===== src/rtl/stack_machine_execute_unit_macros.svh =====
// Assertion macros used by the execute unit controller.
`ifndef STACK_MACHINE_EXECUTE_UNIT_MACROS_SVH
`define STACK_MACHINE_EXECUTE_UNIT_MACROS_SVH
// Implication checked every clock outside reset.
`define SMX_ASSERT_IMP(label, ante, cons, msg) \
  label: assert property (@(posedge clk) disable iff (!rst_n) (ante) |-> (cons)) \
    else $error(msg);
// Implication whose consequent is checked in the cycle after the antecedent.
`define SMX_ASSERT_NEXT(label, ante, cons, msg) \
  label: assert property (@(posedge clk) disable iff (!rst_n) (ante) |=> (cons)) \
    else $error(msg);
`endif


===== src/rtl/smx_pkg.sv =====
// Shared types and constants for the stack machine execute unit.
package smx_pkg;
  localparam int STACK_DEPTH = 2048;
  localparam int CODE_DEPTH  = 512;
  localparam int LEVEL_LIMIT = 3;
  localparam int WORD_BITS   = 32;
  localparam int SA_W = $clog2(STACK_DEPTH);
  localparam int PC_W = $clog2(CODE_DEPTH);
  localparam int DIV_CNT_W = $clog2(WORD_BITS + 1);

  localparam logic [3:0] OP_LIT = 4'd1, OP_OPR = 4'd2, OP_LOD = 4'd3, OP_STO = 4'd4,
                         OP_CAL = 4'd5, OP_INC = 4'd6, OP_JMP = 4'd7, OP_JPC = 4'd8,
                         OP_WRT = 4'd9, OP_RED = 4'd10, OP_HLT = 4'd11;
  localparam logic [15:0] OPR_RET = 16'd0, OPR_NEG = 16'd1, OPR_ADD = 16'd2,
                          OPR_SUB = 16'd3, OPR_MUL = 16'd4, OPR_DIV = 16'd5,
                          OPR_ODD = 16'd6, OPR_MOD = 16'd7, OPR_EQL = 16'd8,
                          OPR_NEQ = 16'd9, OPR_LSS = 16'd10, OPR_LEQ = 16'd11,
                          OPR_GTR = 16'd12, OPR_GEQ = 16'd13;
  localparam logic [1:0] F_NONE = 2'd0, F_DIV0 = 2'd1, F_STACK = 2'd2, F_BAD = 2'd3;

  // Controller to datapath commands.
  typedef struct packed {
    logic       mem_rd;      // read mem at addr
    logic       mem_wr;      // write wval at addr
    logic       ld_a;        // a_r <= rdata
    logic       ld_b;        // b_r <= rdata
    logic       div_start;
  } smx_cmd_t;

  // Datapath to controller status.
  typedef struct packed {
    logic div_done;
  } smx_sts_t;

  function automatic logic in_stack(input logic signed [31:0] a);
    return (a >= 0) && (a < STACK_DEPTH);
  endfunction
  function automatic logic in_code(input logic signed [WORD_BITS:0] a);
    return (a >= 0) && (a < CODE_DEPTH);
  endfunction
endpackage


===== src/rtl/smx_controller.sv =====
// Controller: instruction sequencing, bounds checks, clearing pass and handshakes.
module smx_controller import smx_pkg::*; (
  input  logic                 clk,
  input  logic                 rst_n,
  input  logic                 in_tvalid,
  output logic                 in_tready,
  input  logic [3:0]           mode,
  input  logic [1:0]           level,
  input  logic [15:0]          operand_m,
  input  logic [31:0]          input_value,
  output logic                 out_tvalid,
  input  logic                 out_tready,
  output logic [8:0]           o_pc,
  output logic [10:0]          o_bp,
  output logic [10:0]          o_sp,
  output logic                 o_valid,
  output logic [31:0]          o_value,
  output logic                 o_halted,
  output logic [1:0]           o_fault,
  output smx_cmd_t             cmd,
  output logic [SA_W-1:0]      addr,
  output logic [WORD_BITS-1:0] wval,
  input  logic [WORD_BITS-1:0] rdata,
  input  logic [WORD_BITS-1:0] a_val,
  input  logic [WORD_BITS-1:0] b_val,
  input  smx_sts_t             sts,
  input  logic [WORD_BITS-1:0] quot,
  input  logic [WORD_BITS-1:0] remd
);
  `include "stack_machine_execute_unit_macros.svh"

  typedef enum logic [3:0] {
    S_CLEAR, S_IDLE, S_WALK_RD, S_WALK_WT, S_WALK_CHK, S_RD1, S_RD1_WT, S_RD2,
    S_RD2_WT, S_EXEC, S_DIV, S_WR, S_DONE, S_OUT
  } state_t;

  state_t state_r;
  logic [SA_W-1:0] clr_r, sp_r, bp_r, base_r;
  logic [PC_W-1:0] pc_r;
  logic halted_r;
  logic [1:0] fault_r;
  logic [3:0] mode_r;
  logic [1:0] hops_r;
  logic signed [15:0] m_r;
  logic [31:0] inval_r;
  logic [WORD_BITS-1:0] w0_r, w1_r;
  logic [2:0] widx_r, wcnt_r;     // pending writes for CAL
  logic [SA_W-1:0] waddr_r;
  logic [WORD_BITS-1:0] wdat_r;
  logic out_valid_r, emit_r;
  logic [31:0] emit_val_r;

  // Signed views for range checks and comparisons.
  logic signed [31:0] sps, bps, bas, ms;
  logic [PC_W-1:0] seq;
  logic signed [WORD_BITS-1:0] as_, bs_;
  assign sps = 32'(sp_r);
  assign bps = 32'(bp_r);
  assign bas = 32'(base_r);
  assign ms  = 32'(m_r);
  assign seq = pc_r + 1'b1;
  assign as_ = a_val;
  assign bs_ = b_val;

  logic signed [WORD_BITS:0] rsx;
  assign rsx = {rdata[WORD_BITS-1], rdata};
  logic signed [WORD_BITS:0] w0sx;
  assign w0sx = {w0_r[WORD_BITS-1], w0_r};
  logic signed [WORD_BITS:0] w1sx;
  assign w1sx = {w1_r[WORD_BITS-1], w1_r};

  assign in_tready = (state_r == S_IDLE) && !out_valid_r;
  assign out_tvalid = out_valid_r;
  assign o_pc = 9'(pc_r);
  assign o_bp = 11'(bp_r);
  assign o_sp = 11'(sp_r);
  assign o_valid = emit_r;
  assign o_value = emit_r ? emit_val_r : 32'd0;
  assign o_halted = halted_r;
  assign o_fault = fault_r;

  logic is_binop, is_ret;
  assign is_binop = (m_r >= 2) && (m_r <= 13) && (m_r != 6);
  assign is_ret = (mode_r == OP_OPR) && (m_r == $signed(OPR_RET));

  // Operand reads: RET reads bp+2 and bp+3, LOD reads b+m first, others top-1 and top.
  logic [SA_W-1:0] rd1_addr, rd2_addr;
  assign rd1_addr = is_ret ? SA_W'(bp_r + 2'd2) :
                    (mode_r == OP_LOD) ? SA_W'(bas + ms) : SA_W'(sp_r - 1'b1);
  assign rd2_addr = is_ret ? SA_W'(bp_r + 2'd3) : sp_r;

  // Command and address generation.
  always_comb begin
    cmd = '0;
    addr = waddr_r;
    wval = wdat_r;
    unique case (state_r)
      S_CLEAR: begin
        cmd.mem_wr = 1'b1; addr = clr_r; wval = '0;
      end
      S_WALK_RD: cmd.mem_rd = 1'b1;
      S_RD1: begin
        cmd.mem_rd = 1'b1; addr = rd1_addr;
      end
      S_RD2: begin
        cmd.mem_rd = 1'b1; addr = rd2_addr;
      end
      S_RD1_WT: cmd.ld_a = 1'b1;
      S_RD2_WT: cmd.ld_b = 1'b1;
      S_EXEC: cmd.div_start = (mode_r == OP_OPR) &&
                              (m_r == $signed(OPR_DIV) || m_r == $signed(OPR_MOD));
      S_WR: cmd.mem_wr = 1'b1;
      default: ;
    endcase
  end

  // Next-state / registers.
  always_ff @(posedge clk) begin
    if (!rst_n) begin
      state_r <= S_CLEAR;
      clr_r <= '0;
      sp_r <= '0;
      bp_r <= SA_W'(1);
      pc_r <= '0;
      halted_r <= 1'b0;
      fault_r <= F_NONE;
      out_valid_r <= 1'b0;
      emit_r <= 1'b0;
      wcnt_r <= '0;
    end else begin
      unique case (state_r)
        S_CLEAR: begin
          clr_r <= clr_r + 1'b1;
          if (clr_r == SA_W'(STACK_DEPTH - 1)) state_r <= S_IDLE;
        end
        S_IDLE: begin
          if (out_valid_r && out_tready) out_valid_r <= 1'b0;
          if (in_tvalid && in_tready) begin
            mode_r <= mode; hops_r <= level;
            m_r <= operand_m; inval_r <= input_value;
            base_r <= bp_r; emit_r <= 1'b0; wcnt_r <= '0;
            if (halted_r) state_r <= S_OUT;
            else if ((mode == OP_LOD || mode == OP_STO || mode == OP_CAL) && level != 0)
              state_r <= S_WALK_CHK;
            else state_r <= S_RD1;
          end
        end
        S_WALK_CHK: begin
          if (hops_r == 0) state_r <= S_RD1;
          else if (!in_stack(bas + 1)) begin
            fault_r <= F_STACK; halted_r <= 1'b1; state_r <= S_OUT;
          end else begin
            waddr_r <= SA_W'(base_r + 1'b1); state_r <= S_WALK_RD;
          end
        end
        S_WALK_RD: state_r <= S_WALK_WT;
        S_WALK_WT: begin
          if (rsx < 0 || rsx >= STACK_DEPTH) begin
            fault_r <= F_STACK; halted_r <= 1'b1; state_r <= S_OUT;
          end else begin
            base_r <= SA_W'(rdata); hops_r <= hops_r - 1'b1; state_r <= S_WALK_CHK;
          end
        end
        S_RD1: begin
          // first operand: top-1, bp+2, or b+m
          state_r <= S_RD1_WT;
        end
        S_RD1_WT: begin
          w0_r <= rdata; state_r <= S_RD2;
        end
        S_RD2: state_r <= S_RD2_WT;
        S_RD2_WT: begin
          w1_r <= rdata; state_r <= S_EXEC;
        end
        S_EXEC: begin
          state_r <= S_DONE;
          unique case (mode_r)
            OP_LIT, OP_RED: begin
              if (!in_stack(sps + 1)) begin fault_r <= F_STACK; halted_r <= 1'b1; end
              else begin
                sp_r <= sp_r + 1'b1; pc_r <= seq;
                waddr_r <= sp_r + 1'b1;
                wdat_r <= (mode_r == OP_LIT) ? WORD_BITS'(m_r) : inval_r;
                state_r <= S_WR;
              end
            end
            OP_OPR: begin
              if (m_r == $signed(OPR_RET)) begin
                if (!in_stack(bps - 1) || !in_stack(bps + 3)) begin
                  fault_r <= F_STACK; halted_r <= 1'b1;
                end else if (w0sx < 0 || w0sx >= STACK_DEPTH) begin
                  fault_r <= F_STACK; halted_r <= 1'b1;
                end else if (!in_code(w1sx)) begin
                  fault_r <= F_BAD; halted_r <= 1'b1;
                end else begin
                  sp_r <= bp_r - 1'b1; bp_r <= SA_W'(w0_r); pc_r <= PC_W'(w1_r);
                end
              end else if (m_r == $signed(OPR_NEG) || m_r == $signed(OPR_ODD)) begin
                if (!in_stack(sps)) begin fault_r <= F_STACK; halted_r <= 1'b1; end
                else begin
                  waddr_r <= sp_r; pc_r <= seq; state_r <= S_WR;
                  wdat_r <= (m_r == $signed(OPR_NEG)) ? (~w1_r + 1'b1)
                                                       : WORD_BITS'(w1_r[0]);
                end
              end else if (is_binop) begin
                if (!in_stack(sps) || !in_stack(sps - 1)) begin
                  fault_r <= F_STACK; halted_r <= 1'b1;
                end else if ((m_r == $signed(OPR_DIV) || m_r == $signed(OPR_MOD))) begin
                  if (b_val == '0) begin fault_r <= F_DIV0; halted_r <= 1'b1; end
                  else state_r <= S_DIV;
                end else begin
                  unique case (m_r)
                    $signed(OPR_ADD): wdat_r <= a_val + b_val;
                    $signed(OPR_SUB): wdat_r <= a_val - b_val;
                    $signed(OPR_MUL): wdat_r <= a_val * b_val;
                    $signed(OPR_EQL): wdat_r <= WORD_BITS'(as_ == bs_);
                    $signed(OPR_NEQ): wdat_r <= WORD_BITS'(as_ != bs_);
                    $signed(OPR_LSS): wdat_r <= WORD_BITS'(as_ < bs_);
                    $signed(OPR_LEQ): wdat_r <= WORD_BITS'(as_ <= bs_);
                    $signed(OPR_GTR): wdat_r <= WORD_BITS'(as_ > bs_);
                    default:          wdat_r <= WORD_BITS'(as_ >= bs_);
                  endcase
                  waddr_r <= sp_r - 1'b1; sp_r <= sp_r - 1'b1; pc_r <= seq;
                  state_r <= S_WR;
                end
              end else begin
                fault_r <= F_BAD; halted_r <= 1'b1;
              end
            end
            OP_LOD: begin
              if (!in_stack(bas + ms) || !in_stack(sps + 1)) begin
                fault_r <= F_STACK; halted_r <= 1'b1;
              end else begin
                waddr_r <= sp_r + 1'b1; wdat_r <= w0_r;
                sp_r <= sp_r + 1'b1; pc_r <= seq; state_r <= S_WR;
              end
            end
            OP_STO: begin
              if (!in_stack(bas + ms) || !in_stack(sps) || !in_stack(sps - 1)) begin
                fault_r <= F_STACK; halted_r <= 1'b1;
              end else begin
                waddr_r <= SA_W'(bas + ms); wdat_r <= w1_r;
                sp_r <= sp_r - 1'b1; pc_r <= seq; state_r <= S_WR;
              end
            end
            OP_CAL: begin
              if (!in_stack(sps + 1) || !in_stack(sps + 4)) begin
                fault_r <= F_STACK; halted_r <= 1'b1;
              end else if (m_r < 0 || ms >= CODE_DEPTH) begin
                fault_r <= F_BAD; halted_r <= 1'b1;
              end else begin
                // old frame base and return address are held for the later writes
                waddr_r <= sp_r + 1'b1; wdat_r <= '0; widx_r <= 3'd1; wcnt_r <= 3'd3;
                w0_r <= WORD_BITS'(bp_r); w1_r <= WORD_BITS'(seq);
                bp_r <= sp_r + 1'b1; pc_r <= PC_W'(m_r); state_r <= S_WR;
              end
            end
            OP_INC: begin
              if (!in_stack(sps + ms)) begin fault_r <= F_STACK; halted_r <= 1'b1; end
              else begin sp_r <= SA_W'(sps + ms); pc_r <= seq; end
            end
            OP_JMP: begin
              if (m_r < 0 || ms >= CODE_DEPTH) begin fault_r <= F_BAD; halted_r <= 1'b1; end
              else pc_r <= PC_W'(m_r);
            end
            OP_JPC: begin
              if (!in_stack(sps) || !in_stack(sps - 1)) begin
                fault_r <= F_STACK; halted_r <= 1'b1;
              end else if (w1_r == '0) begin
                if (m_r < 0 || ms >= CODE_DEPTH) begin fault_r <= F_BAD; halted_r <= 1'b1; end
                else begin pc_r <= PC_W'(m_r); sp_r <= sp_r - 1'b1; end
              end else begin
                pc_r <= seq; sp_r <= sp_r - 1'b1;
              end
            end
            OP_WRT: begin
              if (!in_stack(sps) || !in_stack(sps - 1)) begin
                fault_r <= F_STACK; halted_r <= 1'b1;
              end else begin
                emit_r <= 1'b1; emit_val_r <= w1_r;
                sp_r <= sp_r - 1'b1; pc_r <= seq;
              end
            end
            OP_HLT: begin
              halted_r <= 1'b1; pc_r <= seq;
            end
            default: begin
              fault_r <= F_BAD; halted_r <= 1'b1;
            end
          endcase
        end
        S_DIV: begin
          if (sts.div_done) begin
            if (m_r == $signed(OPR_DIV))
              wdat_r <= (b_val == '1) ? (~a_val + 1'b1) : quot;
            else
              wdat_r <= (b_val == '1) ? '0 : remd;
            waddr_r <= sp_r - 1'b1; sp_r <= sp_r - 1'b1; pc_r <= seq;
            state_r <= S_WR;
          end
        end
        S_WR: begin
          if (wcnt_r != 0) begin
            wcnt_r <= wcnt_r - 1'b1;
            widx_r <= widx_r + 1'b1;
            waddr_r <= waddr_r + 1'b1;
            unique case (widx_r)
              3'd1: wdat_r <= WORD_BITS'(base_r);
              3'd2: wdat_r <= w0_r;
              default: wdat_r <= w1_r;
            endcase
          end else state_r <= S_DONE;
        end
        S_DONE, S_OUT: begin
          out_valid_r <= 1'b1; state_r <= S_IDLE;
        end
        default: state_r <= S_IDLE;
      endcase
    end
  end

  `SMX_ASSERT_IMP(a_ready_idle, in_tready, state_r == S_IDLE, "ready outside idle")
  `SMX_ASSERT_NEXT(a_fault_halts, fault_r == F_NONE && state_r == S_EXEC && mode_r > OP_HLT,
                   halted_r, "bad opcode did not halt")
  `SMX_ASSERT_IMP(a_emit_valid, out_tvalid && o_valid, !halted_r || fault_r == F_NONE,
                  "write emitted by faulted machine")
endmodule


===== config.mk =====
export PLATFORM = sky130hd
export DESIGN_NAME = smx_controller
export DESIGN_NICKNAME = d
export VERILOG_FILES = /design/src/rtl/smx_pkg.sv /design/src/rtl/smx_controller.sv
export VERILOG_INCLUDE_DIRS = /design/src /design/src/rtl
export SDC_FILE = /design/constraint.sdc
export NUM_CORES = 2
export LEC_CHECK = 0
export ABC_AREA = 1
export BUFFER_PORTS_ARGS = -buffer_cell sky130_fd_sc_hd__buf_4
export CAP_MARGIN = 0
export CORE_MARGIN = 8
export CORE_UTILIZATION = 42
export CTS_CLUSTER_DIAMETER = 30
export DETAILED_ROUTE_END_ITERATION = 7
export PLACE_DENSITY_LB_ADDON = 0.15
export RECOVER_POWER = 50
export SYNTH_ARGS = -nofsm -noshare
export SYNTH_HDL_FRONTEND = slang
export SYNTH_SLANG_ARGS = --single-unit

===== constraint.sdc =====
create_clock -name clk -period 19.25 [get_ports clk]
set_clock_uncertainty 0.1 [all_clocks]
set_input_delay 0.9625 -clock clk [delete_from_list [all_inputs] [get_ports clk]]
set_output_delay 0.9625 -clock clk [all_outputs]
set_load 0.03 [all_outputs]

==> reports/metrics.csv <==
stage,metric,value,unit
run_status,status,"complete, but fails checks",
run_status,failing_checks,"capacitance limit, slew limit",
setup_path,reg2reg_setup_slack,14050,ps
cts,cts_inserted_buffers,50,
setup_path,cp_startpoint_kind,input port,
synth,netlist_instances,6114,
sta,unrepaired_setup_endpoints_after_global_routing,false,
worst_hold_path,worstHoldEndpoint,clr_r[0]$_SDFFE_PN0P_,
synth,async_reset_ff_share,0,%
cells_and_area,post_route_cells_drive_above_1_share,7.84,%
cells_and_area,area_growth,11.1,%
route,routed_wl,179000,um
cts,clock_path_buffers,3,
setup_path,timing.reg2reg.worst_path_depth,15,
power_and_ir_drop,power_per_cell_area,201,nW/um^2
route,ant_nets,0,
worst_hold_path,hold_wc_path_type,reg2reg,
cts,clock_latency,620,ps
place,hpwl,143000,um
setup_path,criticalPathCategory,in2reg,
floorplanning,io-pin-count,336,
floorplanning,fp.dieW,331,um
route,first_iteration_detailed_routing_drc_count,4546,
synth,synth_top_area_share,19.8,%
synth,synth-warning-count,0,
job,drv_cap,8,
grt,first_global_vias,41700,
setup_path,timing.critical_path.to_type,flop,
grt,grt_first_pass_wirelength,265000,um
power_and_ir_drop,total_power,9300,uW
setup_path,timing.rr.end,waddr_r[8]$_DFFE_PP_,
setup_path,path_max_fanout,29,
synth,synth_area_leader_cell,fa_1,
cts,post_cts.resized_instances,0,
sta,final.period_utilization,43.0,%
route,wire_per_inst,23.6,um
place,io_buffer_count,335,
floorplanning,core_area,98400,um^2
power_and_ir_drop,p_leak,0.0240,uW
cells_and_area,fin_area,46300,um^2
setup_path,crit_path_frequent_cell,fa_1,
cts,cts-hold-fix-buffers,0,
sta,slew-limit-headroom,-81.4,%
place,gp_congestion,0.986,
synth,synth-seq-cells,261,
sta,setup_violations,0,
setup_path,critical_path.max_stage_delay,580,ps
cts,cts_tree,yes,
route,viasPerCell,5.58,
route,dr_total_vias,42400,
cells_and_area,fillCellCount,10300,
grt,maximum_number_of_pins_on_one_net_before_global_route_repair,56,
synth,synth_area_per_cell,6.82,um^2
power_and_ir_drop,ir_worst_vdd,0.467,mV
synth,syn_area,41700,um^2
place,dp_slack,10410,ps
sta,achievable-frequency,0.121,GHz
synth,most_common_library_cells_after_synthesis,"nand2_1, inv_1, nor2_1",
floorplanning,design.die.area,110000,um^2
route,post-route-drc-count,0,
sta,worstMarginPinSlew,2720,ps
worst_hold_path,min_delay_startpoint,clr_r[0]$_SDFFE_PN0P_,
setup_path,critPathArrivalTime,8530,ps
grt,grt_antenna_before_repair,3,
floorplanning,floorplan.die.height,331,um
floorplanning,floorplan.initialDensity,42.4,%
sta,report.final.hold_viol_count,0,
sta,report.final.slew_viol_count,281,
cts,clock_tree.root_cell,clkbuf_16,
synth,synthFlopType,edfxtp_1,
floorplanning,std_cell_rows,115,
synth,synthesis.nets,6971,
sta,timing.setup.tns,0,ps
cts,post-cts-setup-buffer-count,0,
synth,synth-edff-count,207,
synth,post-synth-top-count-cell,nand2_1,
setup_path,critical_path.slowest_cell,fa_1,
cts,cts.reportedPaths.clkPinSlew,50,ps
cells_and_area,final_nets,7125,
grt,gr-total-overflow,0,
setup_path,rr_startpoint,state_r[3]$_SDFFE_PN0P_,
worst_hold_path,worst_hold_path.num_cells,1,
grt,grtUsageTotal,32.0,%
setup_path,critPathRequiredTime,19510,ps
route,first_pass_iters,8,
synth,post_synth_main_area_contributors,"fa_1, edfxtp_1, nand2_1, inv_1, ha_1",
cts,htree_levels,2,
synth,ys_types,76,
cts,cts_sinks,261,
sta,finalCriticalPeriod,8270,ps
place,placed_cell_area,45000,um^2
sta,fin_ws,10980,ps
synth,yosysSeqAreaShare,17.5,%
[power breakdown]
part / switching (uW) / leakage, uW / internal, uW
Combinational: 4980 / 0.0209 / 2820
Sequential: 9.18 / 0.00231 / 617
Clock: 345 / 0.000815 / 528
Total: 5330 / 0.0240 / 3970
[through the flow]
step / hold WS [ps] / cells / util (%)
2_1_floorplan: 347 / 6114 / -
3_3_place_gp: 364 / 7503 / 45.7
3_5_place_dp: 374 / 7503 / 45.7
4_1_cts: 386 / 7597 / 47.4
5_1_grt: 416 / 7597 / 47.1
6_report: 384 / 7599 / 47.1
[metal layers]
layer  routed length, um  vias to the layer above  global-route usage (%)
met3               13800                      456                    4.72
met1               71300                    20500                    40.6
li1                    -                    19500                       -
met5                  36                        -                       0
met2               85000                     2030                    53.9
met4                9410                        6                    14.0
[kinds of logic after synthesis]
family                   Yosys count  share of synthesized area [%]
AND/OR/NAND/NOR                 2544                           25.9
buffers and inverters           1638                           15.1
AO/OA/AOI/OAI                    951                           13.2
adder cells (fa/ha/maj)          638                           26.6
flip-flops                       261                           17.5
XOR/XNOR                          82                           1.74
[how the worst max path moves through the flow]
stage | startpoint | to | cells after the start
2_1_floorplan | a_val[12] | wdat_r[27]$_DFFE_PP_ | 31
3_3_place_gp | a_val[9] | wdat_r[20]$_DFFE_PP_ | 27
3_5_place_dp | a_val[6] | wdat_r[29]$_DFFE_PP_ | 27
4_1_cts | a_val[6] | wdat_r[29]$_DFFE_PP_ | 27
5_1_grt | a_val[9] | wdat_r[24]$_DFFE_PP_ | 28
6_report | a_val[9] | wdat_r[20]$_DFFE_PP_ | 27
[final cells by class]
cell class	count	area [um^2]	area share, %
antenna	2	5.00	0.0108
tap	1287	1610	3.48
clock inverter	44	427	0.921
timing repair buffer	368	2470	5.32
multi-input combinational	4215	28100	60.7
sequential	261	7300	15.8
clock buffer	50	1250	2.70
inverter	1372	5150	11.1
[placed cells by master (no fill, tap or decap), types with 79 or more instances in the layout]
master    instances
a21oi_1         346
buf_4           245
clkbuf_1         79
edfxtp_1        207
fa_1            412
ha_1            226
inv_1          1340
nand2_1        1484
nand3_1         299
nor2_1          451
nor3_1           92
o21ai_0         328
[worst max-delay path, delay by kind of cell]
kind	cells	cell delay, ps
AO/OA/AOI/OAI	6	1500
adder cells (fa/ha/maj)	10	4590
buffers and inverters	8	940
AND/OR/NAND/NOR	3	510
[state kept, by name, summed over array words and instances, names as in the netlist, 11 cells and up]
| signal | cells |
|---|---|
| clr_r | 11 |
| o_sp | 11 |
| waddr_r | 11 |
| o_bp | 11 |
| wdat_r | 32 |
| base_r | 11 |
| w0_r | 32 |
| inval_r | 32 |
| m_r | 16 |
| emit_val_r | 32 |
| w1_r | 32 |
Power figures use the tool's default switching activity.
